<file path="config.mk">
export PLATFORM = sky130hd
export DESIGN_NAME = eight_bit_cpu_alu_flags
export DESIGN_NICKNAME = d
export VERILOG_FILES = /design/src/hdl/alu8f_pkg.sv /design/src/hdl/alu8f_core.sv /design/src/hdl/eight_bit_cpu_alu_flags.sv
export SDC_FILE = /design/constraint.sdc
export NUM_CORES = 1
export LEC_CHECK = 0
export BUFFER_PORTS_ARGS = -buffer_cell sky130_fd_sc_hd__clkbuf_2
export CORE_MARGIN = 4
export CORE_UTILIZATION = 46
export CTS_CLUSTER_DIAMETER = 50
export DETAILED_ROUTE_END_ITERATION = 10
export PLACE_DENSITY = 0.76
export SLEW_MARGIN = 20
export SYNTH_ARGS = -nofsm -noshare
export SYNTH_HDL_FRONTEND = slang
export SYNTH_SLANG_ARGS = --single-unit
</file>
<file path="constraint.sdc">
create_clock -name i_clk -period 4.9 [get_ports i_clk]
set_input_delay 0.98 -clock i_clk [delete_from_list [all_inputs] [get_ports i_clk]]
set_output_delay 0.98 -clock i_clk [all_outputs]
set_load 0.05 [all_outputs]
</file>
<file path="src/hdl/alu8f_pkg.sv">
// Shared types and constants for the 8-bit CPU ALU with flags.
// No dependencies; imported by alu8f_core and eight_bit_cpu_alu_flags.
`default_nettype none

package alu8f_pkg;

    // Operation codes
    typedef enum logic [5:0] {
        OP_ADD    = 6'd0,
        OP_ADC    = 6'd1,
        OP_SUB    = 6'd2,
        OP_SBC    = 6'd3,
        OP_AND    = 6'd4,
        OP_XOR    = 6'd5,
        OP_OR     = 6'd6,
        OP_CP     = 6'd7,
        OP_INC    = 6'd8,
        OP_DEC    = 6'd9,
        OP_DAA    = 6'd10,
        OP_CPL    = 6'd11,
        OP_RLCA   = 6'd12,
        OP_RRCA   = 6'd13,
        OP_RLA    = 6'd14,
        OP_RRA    = 6'd15,
        OP_RLC    = 6'd16,
        OP_RRC    = 6'd17,
        OP_RL     = 6'd18,
        OP_RR     = 6'd19,
        OP_SLA    = 6'd20,
        OP_SRA    = 6'd21,
        OP_SRL    = 6'd22,
        OP_SWAP   = 6'd23,
        OP_BIT    = 6'd24,
        OP_SET    = 6'd25,
        OP_RES    = 6'd26,
        OP_CCF    = 6'd27,
        OP_SCF    = 6'd28,
        OP_ADDHL  = 6'd29,
        OP_ADDSP  = 6'd30,
        OP_INC16  = 6'd31,
        OP_DEC16  = 6'd32
    } t_alu_op;

    // Flag word: z in bit 3 down to c in bit 0
    typedef struct packed {
        logic z;
        logic n;
        logic h;
        logic c;
    } t_flags;

    // One input transaction
    typedef struct packed {
        logic [5:0]  op;
        logic [15:0] a;
        logic [15:0] b;
        logic [2:0]  bit_index;
        t_flags      flags;
    } t_alu_in;

    // Decimal adjust constants
    localparam logic [3:0]  DAA_NIB_MAX = 4'h9;
    localparam logic [8:0]  DAA_LOW_ADJ = 9'h006;
    localparam logic [8:0]  DAA_HI_ADJ  = 9'h060;
    localparam logic [8:0]  DAA_HI_MAX  = 9'h09f;
    localparam logic [3:0]  NIB_ALL     = 4'hf;
    localparam logic [11:0] H16_MASK    = 12'hfff;

endpackage

`default_nettype wire

</file>
<file path="src/hdl/alu8f_core.sv">
// Combinational ALU datapath: result and Z/N/H/C flags for one operation.
// Depends on alu8f_pkg for the operation codes and the flag and item types.
`default_nettype none

module alu8f_core (
    input  alu8f_pkg::t_alu_in i_item,
    output logic [15:0]        o_result,
    output alu8f_pkg::t_flags  o_flags
);
    import alu8f_pkg::*;

    logic [7:0]  a8;
    logic [7:0]  b8;
    logic        cin;
    logic        cc;
    logic [8:0]  add9;
    logic [4:0]  add_h5;
    logic [8:0]  sub9;
    logic [4:0]  sub_h5;
    logic [7:0]  inc8;
    logic [7:0]  dec8;
    logic [16:0] hl17;
    logic [12:0] hl_h13;
    logic [15:0] sp16;
    logic [4:0]  sp_h5;
    logic [8:0]  sp_c9;
    logic [7:0]  mask8;
    logic [8:0]  daa_t1;
    logic [8:0]  daa_t2;
    logic [7:0]  daa_sub;
    logic [7:0]  daa_res;
    logic        daa_c;

    assign a8  = i_item.a[7:0];
    assign b8  = i_item.b[7:0];
    assign cin = i_item.flags.c;
    assign cc  = ((i_item.op == OP_ADC) || (i_item.op == OP_SBC)) ? cin : 1'b0;

    // 8-bit add and subtract with half and full carry
    assign add9   = {1'b0, a8} + {1'b0, b8} + {8'd0, cc};
    assign add_h5 = {1'b0, a8[3:0]} + {1'b0, b8[3:0]} + {4'd0, cc};
    assign sub9   = {1'b0, a8} - {1'b0, b8} - {8'd0, cc};
    assign sub_h5 = {1'b0, a8[3:0]} - {1'b0, b8[3:0]} - {4'd0, cc};
    assign inc8   = a8 + 8'd1;
    assign dec8   = a8 - 8'd1;

    // 16-bit adds
    assign hl17   = {1'b0, i_item.a} + {1'b0, i_item.b};
    assign hl_h13 = {1'b0, i_item.a[11:0] & H16_MASK} + {1'b0, i_item.b[11:0] & H16_MASK};
    assign sp16   = i_item.a + {{8{b8[7]}}, b8};
    assign sp_h5  = {1'b0, i_item.a[3:0]} + {1'b0, b8[3:0]};
    assign sp_c9  = {1'b0, i_item.a[7:0]} + {1'b0, b8};

    assign mask8 = 8'd1 << i_item.bit_index;

    // Decimal adjust: add path keeps the ninth bit for the carry out
    assign daa_t1 = (i_item.flags.h || (a8[3:0] > DAA_NIB_MAX))
                    ? ({1'b0, a8} + DAA_LOW_ADJ) : {1'b0, a8};
    assign daa_t2 = (cin || (daa_t1 > DAA_HI_MAX)) ? (daa_t1 + DAA_HI_ADJ) : daa_t1;
    // Subtract path: the carry out equals the carry in
    assign daa_sub = a8 - (i_item.flags.h ? DAA_LOW_ADJ[7:0] : 8'd0)
                        - (cin ? DAA_HI_ADJ[7:0] : 8'd0);
    assign daa_res = i_item.flags.n ? daa_sub : daa_t2[7:0];
    assign daa_c   = i_item.flags.n ? cin : (cin | daa_t2[8]);

    // Select result and flags by operation
    always_comb begin
        o_result = i_item.a;
        o_flags  = i_item.flags;
        case (i_item.op)
            OP_ADD, OP_ADC: begin
                o_result = {8'd0, add9[7:0]};
                o_flags  = '{z: (add9[7:0] == 8'd0), n: 1'b0, h: add_h5[4], c: add9[8]};
            end
            OP_SUB, OP_SBC, OP_CP: begin
                if (i_item.op != OP_CP) begin
                    o_result = {8'd0, sub9[7:0]};
                end
                o_flags = '{z: (sub9[7:0] == 8'd0), n: 1'b1, h: sub_h5[4], c: sub9[8]};
            end
            OP_AND: begin
                o_result = {8'd0, a8 & b8};
                o_flags  = '{z: ((a8 & b8) == 8'd0), n: 1'b0, h: 1'b1, c: 1'b0};
            end
            OP_XOR: begin
                o_result = {8'd0, a8 ^ b8};
                o_flags  = '{z: ((a8 ^ b8) == 8'd0), n: 1'b0, h: 1'b0, c: 1'b0};
            end
            OP_OR: begin
                o_result = {8'd0, a8 | b8};
                o_flags  = '{z: ((a8 | b8) == 8'd0), n: 1'b0, h: 1'b0, c: 1'b0};
            end
            OP_INC: begin
                o_result = {8'd0, inc8};
                o_flags  = '{z: (inc8 == 8'd0), n: 1'b0, h: (inc8[3:0] == 4'd0), c: cin};
            end
            OP_DEC: begin
                o_result = {8'd0, dec8};
                o_flags  = '{z: (dec8 == 8'd0), n: 1'b1, h: (dec8[3:0] == NIB_ALL), c: cin};
            end
            OP_DAA: begin
                o_result = {8'd0, daa_res};
                o_flags  = '{z: (daa_res == 8'd0), n: i_item.flags.n, h: 1'b0, c: daa_c};
            end
            OP_CPL: begin
                o_result = {8'd0, ~a8};
                o_flags  = '{z: i_item.flags.z, n: 1'b1, h: 1'b1, c: cin};
            end
            OP_RLCA, OP_RLC: begin
                o_result = {8'd0, a8[6:0], a8[7]};
                o_flags  = '{z: (i_item.op == OP_RLC) && (a8 == 8'd0),
                             n: 1'b0, h: 1'b0, c: a8[7]};
            end
            OP_RRCA, OP_RRC: begin
                o_result = {8'd0, a8[0], a8[7:1]};
                o_flags  = '{z: (i_item.op == OP_RRC) && (a8 == 8'd0),
                             n: 1'b0, h: 1'b0, c: a8[0]};
            end
            OP_RLA, OP_RL: begin
                o_result = {8'd0, a8[6:0], cin};
                o_flags  = '{z: (i_item.op == OP_RL) && ({a8[6:0], cin} == 8'd0),
                             n: 1'b0, h: 1'b0, c: a8[7]};
            end
            OP_RRA, OP_RR: begin
                o_result = {8'd0, cin, a8[7:1]};
                o_flags  = '{z: (i_item.op == OP_RR) && ({cin, a8[7:1]} == 8'd0),
                             n: 1'b0, h: 1'b0, c: a8[0]};
            end
            OP_SLA: begin
                o_result = {8'd0, a8[6:0], 1'b0};
                o_flags  = '{z: (a8[6:0] == 7'd0), n: 1'b0, h: 1'b0, c: a8[7]};
            end
            OP_SRA: begin
                o_result = {8'd0, a8[7], a8[7:1]};
                o_flags  = '{z: (a8[7:1] == 7'd0), n: 1'b0, h: 1'b0, c: a8[0]};
            end
            OP_SRL: begin
                o_result = {8'd0, 1'b0, a8[7:1]};
                o_flags  = '{z: (a8[7:1] == 7'd0), n: 1'b0, h: 1'b0, c: a8[0]};
            end
            OP_SWAP: begin
                o_result = {8'd0, a8[3:0], a8[7:4]};
                o_flags  = '{z: (a8 == 8'd0), n: 1'b0, h: 1'b0, c: 1'b0};
            end
            OP_BIT: begin
                o_flags = '{z: ((a8 & mask8) == 8'd0), n: 1'b0, h: 1'b1, c: cin};
            end
            OP_SET: begin
                o_result = {8'd0, a8 | mask8};
            end
            OP_RES: begin
                o_result = {8'd0, a8 & ~mask8};
            end
            OP_CCF: begin
                o_flags = '{z: i_item.flags.z, n: 1'b0, h: 1'b0, c: ~cin};
            end
            OP_SCF: begin
                o_flags = '{z: i_item.flags.z, n: 1'b0, h: 1'b0, c: 1'b1};
            end
            OP_ADDHL: begin
                o_result = hl17[15:0];
                o_flags  = '{z: i_item.flags.z, n: 1'b0, h: hl_h13[12], c: hl17[16]};
            end
            OP_ADDSP: begin
                o_result = sp16;
                o_flags  = '{z: 1'b0, n: 1'b0, h: sp_h5[4], c: sp_c9[8]};
            end
            OP_INC16: begin
                o_result = i_item.a + 16'd1;
            end
            OP_DEC16: begin
                o_result = i_item.a - 16'd1;
            end
            default: begin
                o_result = i_item.a;
                o_flags  = i_item.flags;
            end
        endcase
    end

endmodule

`default_nettype wire

</file>
<file path="src/hdl/eight_bit_cpu_alu_flags.sv">
// Top level: input register, ALU datapath, result register with stream handshakes.
// Depends on alu8f_pkg and alu8f_core.
//
// Channel   Dir  Width  Contents (lowest bit first)
// s_axis    in   48     op[5:0], operand_a[21:6], operand_b[37:22],
//                       bit_index[40:38], flags_in[44:41], zero fill
// m_axis    out  24     result_value[15:0], flags_out[19:16], zero fill
//
// The block takes one item per cycle while m_axis is not stalled.
// The input register feeds the ALU, whose output lands in the result register.
// Reset clears both valid bits only; payload registers are not reset.
// A stall on m_axis holds the result; the input register takes a new item while
// it is empty or the result register is empty or being drained in the same cycle.
`default_nettype none

module eight_bit_cpu_alu_flags (
    input  wire logic        i_clk,
    input  wire logic        i_rst_n,
    input  wire logic        i_s_axis_tvalid,
    output logic             o_s_axis_tready,
    // op, operand_a, operand_b, bit_index, flags_in, zero fill
    input  wire logic [47:0] i_s_axis_tdata,
    output logic             o_m_axis_tvalid,
    input  wire logic        i_m_axis_tready,
    // result_value, flags_out, zero fill
    output logic [23:0]      o_m_axis_tdata
);
    import alu8f_pkg::*;

    logic        r_in_valid;
    t_alu_in     r_in;
    logic        r_out_valid;
    logic [15:0] r_out_result;
    t_flags      r_out_flags;

    logic        out_ready;
    logic        in_accept;
    t_alu_in     n_in;
    logic [15:0] alu_result;
    t_flags      alu_flags;

    // Stage advance conditions
    assign out_ready       = !r_out_valid || i_m_axis_tready;
    assign o_s_axis_tready = !r_in_valid || out_ready;
    assign in_accept       = i_s_axis_tvalid && o_s_axis_tready;

    // Unpack the incoming transaction
    assign n_in.op        = i_s_axis_tdata[5:0];
    assign n_in.a         = i_s_axis_tdata[21:6];
    assign n_in.b         = i_s_axis_tdata[37:22];
    assign n_in.bit_index = i_s_axis_tdata[40:38];
    assign n_in.flags     = i_s_axis_tdata[44:41];

    // Input register
    always_ff @(posedge i_clk) begin
        if (!i_rst_n) begin
            r_in_valid <= 1'b0;
        end else if (o_s_axis_tready) begin
            r_in_valid <= i_s_axis_tvalid;
        end
        if (in_accept) begin
            r_in <= n_in;
        end
    end

    alu8f_core u_core (
        .i_item   (r_in),
        .o_result (alu_result),
        .o_flags  (alu_flags)
    );

    // Result register
    always_ff @(posedge i_clk) begin
        if (!i_rst_n) begin
            r_out_valid <= 1'b0;
        end else if (out_ready) begin
            r_out_valid <= r_in_valid;
        end
        if (out_ready && r_in_valid) begin
            r_out_result <= alu_result;
            r_out_flags  <= alu_flags;
        end
    end

    assign o_m_axis_tvalid = r_out_valid;
    assign o_m_axis_tdata  = {4'd0, r_out_flags, r_out_result};

    // An accepted item reaches the input register
    a_in_load: assert property (@(posedge i_clk) disable iff (!i_rst_n)
        in_accept |=> r_in_valid)
        else $error("accepted item not held in input register");

    // A registered item moves on to the result register when it has room
    a_out_load: assert property (@(posedge i_clk) disable iff (!i_rst_n)
        (r_in_valid && out_ready) |=> o_m_axis_tvalid)
        else $error("item lost between input and result register");

    // Compare leaves the operand unchanged and sets N
    a_cp_keep: assert property (@(posedge i_clk) disable iff (!i_rst_n)
        (r_in_valid && out_ready && (r_in.op == OP_CP))
        |=> ((r_out_result == $past(r_in.a)) && r_out_flags.n))
        else $error("compare altered the operand or missed N");

endmodule

`default_nettype wire

</file>
==> reports/metrics.yaml, run 1 <==
status:
  status: "finished clean"
grt:
  grt_pass1_vias: 6924
  grt_max_degree: 46
  grt_overflow: 0
  antenna_found_initial: 0
  grt_pass1_wl_um: 38200
  grtUsageTotal_pct: 26.9
sta:
  clock-skew-final_ns: 0.00770
  setup_viol: 0
  tightest_slew_ns: 1.13
  finalWorstSetupSlack_ns: 0.884
  hold_violations: 0
  post-route-min-period_ns: 4.02
  min_period_over_period_pct: 82.0
  tns_ns: 0
  maxSlewViolCount: 0
  fmax_mhz: 249
  relSlewSlack_pct: 24.5
  grt_setup_unrepaired: "false"
cts:
  cts_sinks: 67
  cts_tree: "built"
  root_buffer: "clkbuf_16"
  post_cts.repair.setup_buffers: 0
  htree_levels: 3
  clockBufferDepth: 2
  cts_buffers: 9
  ctsResizeCount: 0
  clk-insertion-delay-late_ns: 0.35
  hold_buffers: 0
  clk_pin_slew_ns: 0.06
cells_and_area:
  most-common-layout-cells: "nor2_1, nand2_1, ha_1, clkbuf_2, edfxtp_1"
  layout_commonest_cell: "nor2_1"
  final_cells: 1170
  drive_gt1_share_pct: 13.7
  area.growth.synth_to_final_pct: 12.0
  antenna_cells: 0
  finish.utilization_pct: 52.6
  final_nets: 1080
placed_design:
  hpwl_um: 18500
  placed_cells: 1154
  gp_congestion: 1.03
  portBuffers: 70
  dp_slack_ns: 0.946
hold_path:
  hold_class: "reg -> reg"
floorplan:
  die-width_um: 136
  ios: 78
  initial_utilization_pct: 47.0
  die_y_um: 136
  dieArea_um2: 18400
  core_area_um2: 15900
  fp-row-count: 46
synthesis:
  ys_ff_latch: 67
  syn-cell-area_um2: 7490
  synthFlopType: "edfxtp_1"
  synth_seq_area_share_pct: 26.6
  ys.warnings.count: 0
  avgSynthCellArea_um2: 8.42
  post_synth_inst_count: 890
  synthArstFlopShare_pct: 0
  synth_edf_count: 65
  synthDistinctLibCells: 88
power:
  leakagePower_nw: 3.32
  vdd_drop_max_v: 0.000236
  p_per_area_nw_per_um2: 256
route:
  drc: 0
  antenna_left: 0
  via_count: 7552
  drt-initial-drc-count: 869
  drt_pre_antenna_iters: 6
  routedWlPerCell_um: 21.2
  totalWireLength_um: 24800
  viasPerCell: 6.45
setup_path:
  worstSetupEndpointType: "flop"
  cp-start-kind: "flop"
  path_class: "reg -> reg"
  arrival_ns: 4.11
  worst-endpoint-required_ns: 4.99
  path_max_fanout: 16
flow_run:
  max_cap_violations: 0
-- metal layers --
metal  vias to the layer above  track usage [%]  share of wire (%)
met2                       478             41.0                 44
met4                         0             13.7                4.9
li1                       3481                -                  -
met3                        91             4.53                 10
met1                      3502             36.7                 41
met5                         -                0                  0
-- cells by family (layout without fill, tap and decap cells) --
family | count (synthesis) | in the layout | synth area share (%)
compound gates | 293 | 293 | 26.8
xor+xnor | 57 | 57 | 6.91
fa+ha+maj | 79 | 79 | 13.6
buf+inv | 86 | 147 | 5.08
flops | 67 | 67 | 26.6
mux | 7 | 7 | 1.10
other cells | 1 | 4 | 0.0501
simple gates | 300 | 300 | 19.9
-- worst paths after layout --
check | start | end | slack [ns] | cells past startpoint
setup / recovery | r_in[42] | r_out_result[15] | 0.88 | 13
hold / removal | r_in_valid | o_m_axis_tvalid | 0.54 | 1
setup reg to reg | r_in[42] | r_out_result[15] | 0.88 | 13
hold reg to reg | r_in_valid | o_m_axis_tvalid | 0.54 | 1
-- flip-flops by register name, indices dropped and copies added (netlist names) --
signal and cells:
r_in 45, r_out_result 16, o_m_axis_tdata 4, o_m_axis_tvalid 1
r_in_valid 1
-- power breakdown --
part           switching (mW)  total [mW]  internal [mW]
Sequential             0.0324       0.704          0.672
Combinational           0.468       0.737          0.269
Clock                   0.260       0.707          0.446
-- metrics by stage --
step           hold slack, ns  instance area (um^2)  total power [mW]
2_1_floorplan           0.477                  7500              1.24
3_3_place_gp            0.500                  8070              1.42
3_5_place_dp            0.517                  8070              1.43
4_1_cts                 0.538                  8390              2.13
5_1_grt                 0.570                  8390              2.24
6_report                0.539                  8390              2.15
-- critical path, stage by stage (launching register included) --
cell,delay (ns)
edfxtp_1,0.59
nor3_1,0.37
nand3_1,0.35
a21o_1,0.32
inv_1,0.07
ha_1,0.21
nor2b_1,0.15
o31a_1,0.27
o22ai_1,0.31
o211ai_1,0.20
a2111oi_0,0.55
nor4_1,0.11
o21ai_1,0.14
o311ai_1,0.11
-- cells in the mapped netlist, types with 21 or more instances --
| cell type | n | area share [%] |
|---|---|---|
| a211oi_1 | 23 | 2.3 |
| a21oi_1 | 59 | 3.9 |
| o21ai_0 | 44 | 2.9 |
| inv_1 | 35 | 1.8 |
| edfxtp_1 | 65 | 26 |
| clkbuf_1 | 28 | 1.4 |
| ha_1 | 75 | 13 |
| nor2_1 | 78 | 3.9 |
| nand2_1 | 76 | 3.8 |
| nor3_1 | 31 | 2.1 |
| xnor2_1 | 39 | 4.6 |
| nand3_1 | 21 | 1.4 |
-- layout make-up --
cell class,count,area (um^2)
Sequential cell,67,1990
Tap cell,216,270
Timing Repair Buffer,95,538
Inverter,36,135
Clock inverter,6,88.8
Clock buffer,10,229
Multi-Input combinational cell,740,5140
Fill cell,1494,7550
Note: power is estimated with default switching activity, not from simulation.
==> run 2: changes to the inputs <==
ABC_AREA = 1   (was unset)
clock period = 4 ns   (was 4.9 ns; I/O delays follow)
==> run 2 against run 1 <==
  * Cell count rose by 28%
  * Cell area rose by 5.4%
  * Critical path type unchanged
  * Flip-flop and latch count did not move
  * Largest cell class unchanged
  * Via count rose by 16%
==> reports/metrics.yaml, run 2 <==
power:
  leakagePower_nw: 4.31
  vdd_drop_max_v: 0.000207
  p_per_area_nw_per_um2: 302
sta:
  grt_setup_unrepaired: "false"
  relSlewSlack_pct: 32.2
  tightest_slew_ns: 1.02
  fmax_mhz: 271
  post-route-min-period_ns: 3.69
  clock-skew-final_ns: 0.0124
  maxSlewViolCount: 0
  tns_ns: 0
  min_period_over_period_pct: 92.2
  setup_viol: 0
  finalWorstSetupSlack_ns: 0.314
  hold_violations: 0
synthesis:
  synthFlopType: "edfxtp_1"
  yosys.area.top_type: "edfxtp_1"
  synth_top_cell_area_share_pct: 25.0
  yosys-top-cells-count: "nand2_1, inv_1, nor2_1"
  synthArstFlopShare_pct: 0
  avgSynthCellArea_um2: 6.63
  synth_edf_count: 65
  syn-cell-area_um2: 7810
  ys_ff_latch: 67
  synthDistinctLibCells: 50
  synth.most_common_cell: "nand2_1"
  post_synth_inst_count: 1179
  synth_seq_area_share_pct: 25.5
  synth_area_leaders: "edfxtp_1, nand2_1, ha_1, nand3_1, inv_1"
  ys.warnings.count: 0
cts:
  clockBufferDepth: 2
  root_buffer: "clkbuf_16"
  post_cts.repair.setup_buffers: 0
  ctsResizeCount: 0
  cts_buffers: 9
  cts_tree: "built"
  cts_sinks: 67
  hold_buffers: 0
  clk-insertion-delay-late_ns: 0.36
  clk_pin_slew_ns: 0.07
  htree_levels: 3
grt:
  grt_pass1_wl_um: 43800
  grt_pass1_vias: 7941
  grt_max_degree: 46
  antenna_found_initial: 1
  grtUsageTotal_pct: 28.9
  grt_overflow: 0
cells_and_area:
  layout_commonest_cell: "nand2_1"
  largest_reg_flops: 45
  regMostFlops: "r_in"
  multiInputGateArea_um2: 5110
  num-fill-cells: 1687
  final_nets: 1398
  regArea_um2: 1990
  area.growth.synth_to_final_pct: 13.2
  antenna_cells: 0
  most-common-layout-cells: "nand2_1, inv_1, nor2_1, nand3_1, ha_1"
  drive_gt1_share_pct: 11.0
route:
  drc: 0
  antenna_left: 0
  viasPerCell: 5.86
  drt-initial-drc-count: 1223
  via_count: 8745
  drt_pre_antenna_iters: 8
  totalWireLength_um: 28100
  routedWlPerCell_um: 18.8
flow_run:
  max_cap_violations: 0
placed_design:
  portBuffers: 70
  hpwl_um: 22200
  gp_congestion: 1.11
  dp_slack_ns: 0.464
floorplan:
  dieArea_um2: 19100
  die-width_um: 138
  core_area_um2: 16600
  initial_utilization_pct: 47.1
  ios: 78
  fp-row-count: 47
  die_y_um: 138
status:
  status: "finished clean"
setup_path:
  worstSetupEndpointType: "flop"
  arrival_ns: 3.71
  path_max_fanout: 7
  path_class: "reg -> reg"
  cp-start-kind: "flop"
  worst-endpoint-required_ns: 4.02
hold_path:
  hold_class: "reg -> reg"
run 2: changes by cell type after synthesis, moves of 19 or more:
cell      change
nor2_1       +57
xnor2_1      -29
inv_1       +114
nand2_1     +221
a211oi_1     -21
o21ai_0      +20
nand3_1      +91
clkbuf_1     -19
run 2: worst paths after layout:
kind | end | cells past startpoint | startpoint | slack, ns
setup / recovery | r_out_result[2] | 12 | r_in[39] | 0.31
hold / removal | o_m_axis_tvalid | 2 | r_in_valid | 0.54
setup reg to reg | r_out_result[2] | 12 | r_in[39] | 0.31
hold reg to reg | o_m_axis_tvalid | 2 | r_in_valid | 0.54
run 2: per-layer routing:
layer | up-vias | track usage (%) | wire length [um]
met2 | 551 | 42.9 | 11600
met1 | 3921 | 41.8 | 12000
met3 | 97 | 6.32 | 3370
li1 | 4174 | - | -
met4 | 2 | 9.20 | 1070
met5 | - | 0 | 7
run 2: critical path, stage by stage (launching register included):
cell       delay, ns
edfxtp_1        0.48
inv_2           0.13
nor4_1          0.36
buf_4           0.18
inv_1           0.04
fa_1            0.40
fa_1            0.43
nand2_1         0.10
nand2_1         0.08
nand2_1         0.07
o21ai_0         0.12
a2111oi_0       0.64
nand4_1         0.32
run 2: logic make-up after synthesis:
kind of cell / after synthesis / share of synthesized area, %
xor gates and xnor gates: 24 / 2.69
and+or+nand+nor: 621 / 34.2
buffers and inverters: 183 / 9.32
DFF: 67 / 25.5
AOI/OAI and AO/OA: 203 / 15.0
other: 1 / 0.0480
muxes: 1 / 0.128
adders and majority gates: 79 / 13.0
run 2: where the power goes:
part	leakage [nW]	internal, mW	total, mW	switching, mW
clock	0.147	0.493	0.854	0.361
combinational	3.52	0.298	0.948	0.650
sequential	0.645	0.831	0.869	0.0375
run 2: per-stage QoR:
stage / util (%) / hold WS [ns] / std cells / total power, mW / cell area (um^2)
global route: 53.3 / 0.574 / 1492 / 2.82 / 8840
global placement: 51.4 / 0.474 / 1476 / 1.79 / 8530
CTS: 53.3 / 0.504 / 1492 / 2.65 / 8840
floorplan: - / 0.447 / 1182 / 1.53 / 7820
finish: 53.3 / 0.541 / 1492 / 2.67 / 8840
detailed placement: 51.4 / 0.492 / 1476 / 1.80 / 8530
run 2: final cells by class:
| cell class | count | area share (%) |
|---|---|---|
| multi-input cells | 932 | 57.8 |
| inverters | 160 | 6.82 |
| clock inverters | 7 | 0.920 |
| well taps | 220 | 3.11 |
| flip-flops and latches | 67 | 22.5 |
| repair buffers | 97 | 6.25 |
| clock buffers | 9 | 2.55 |
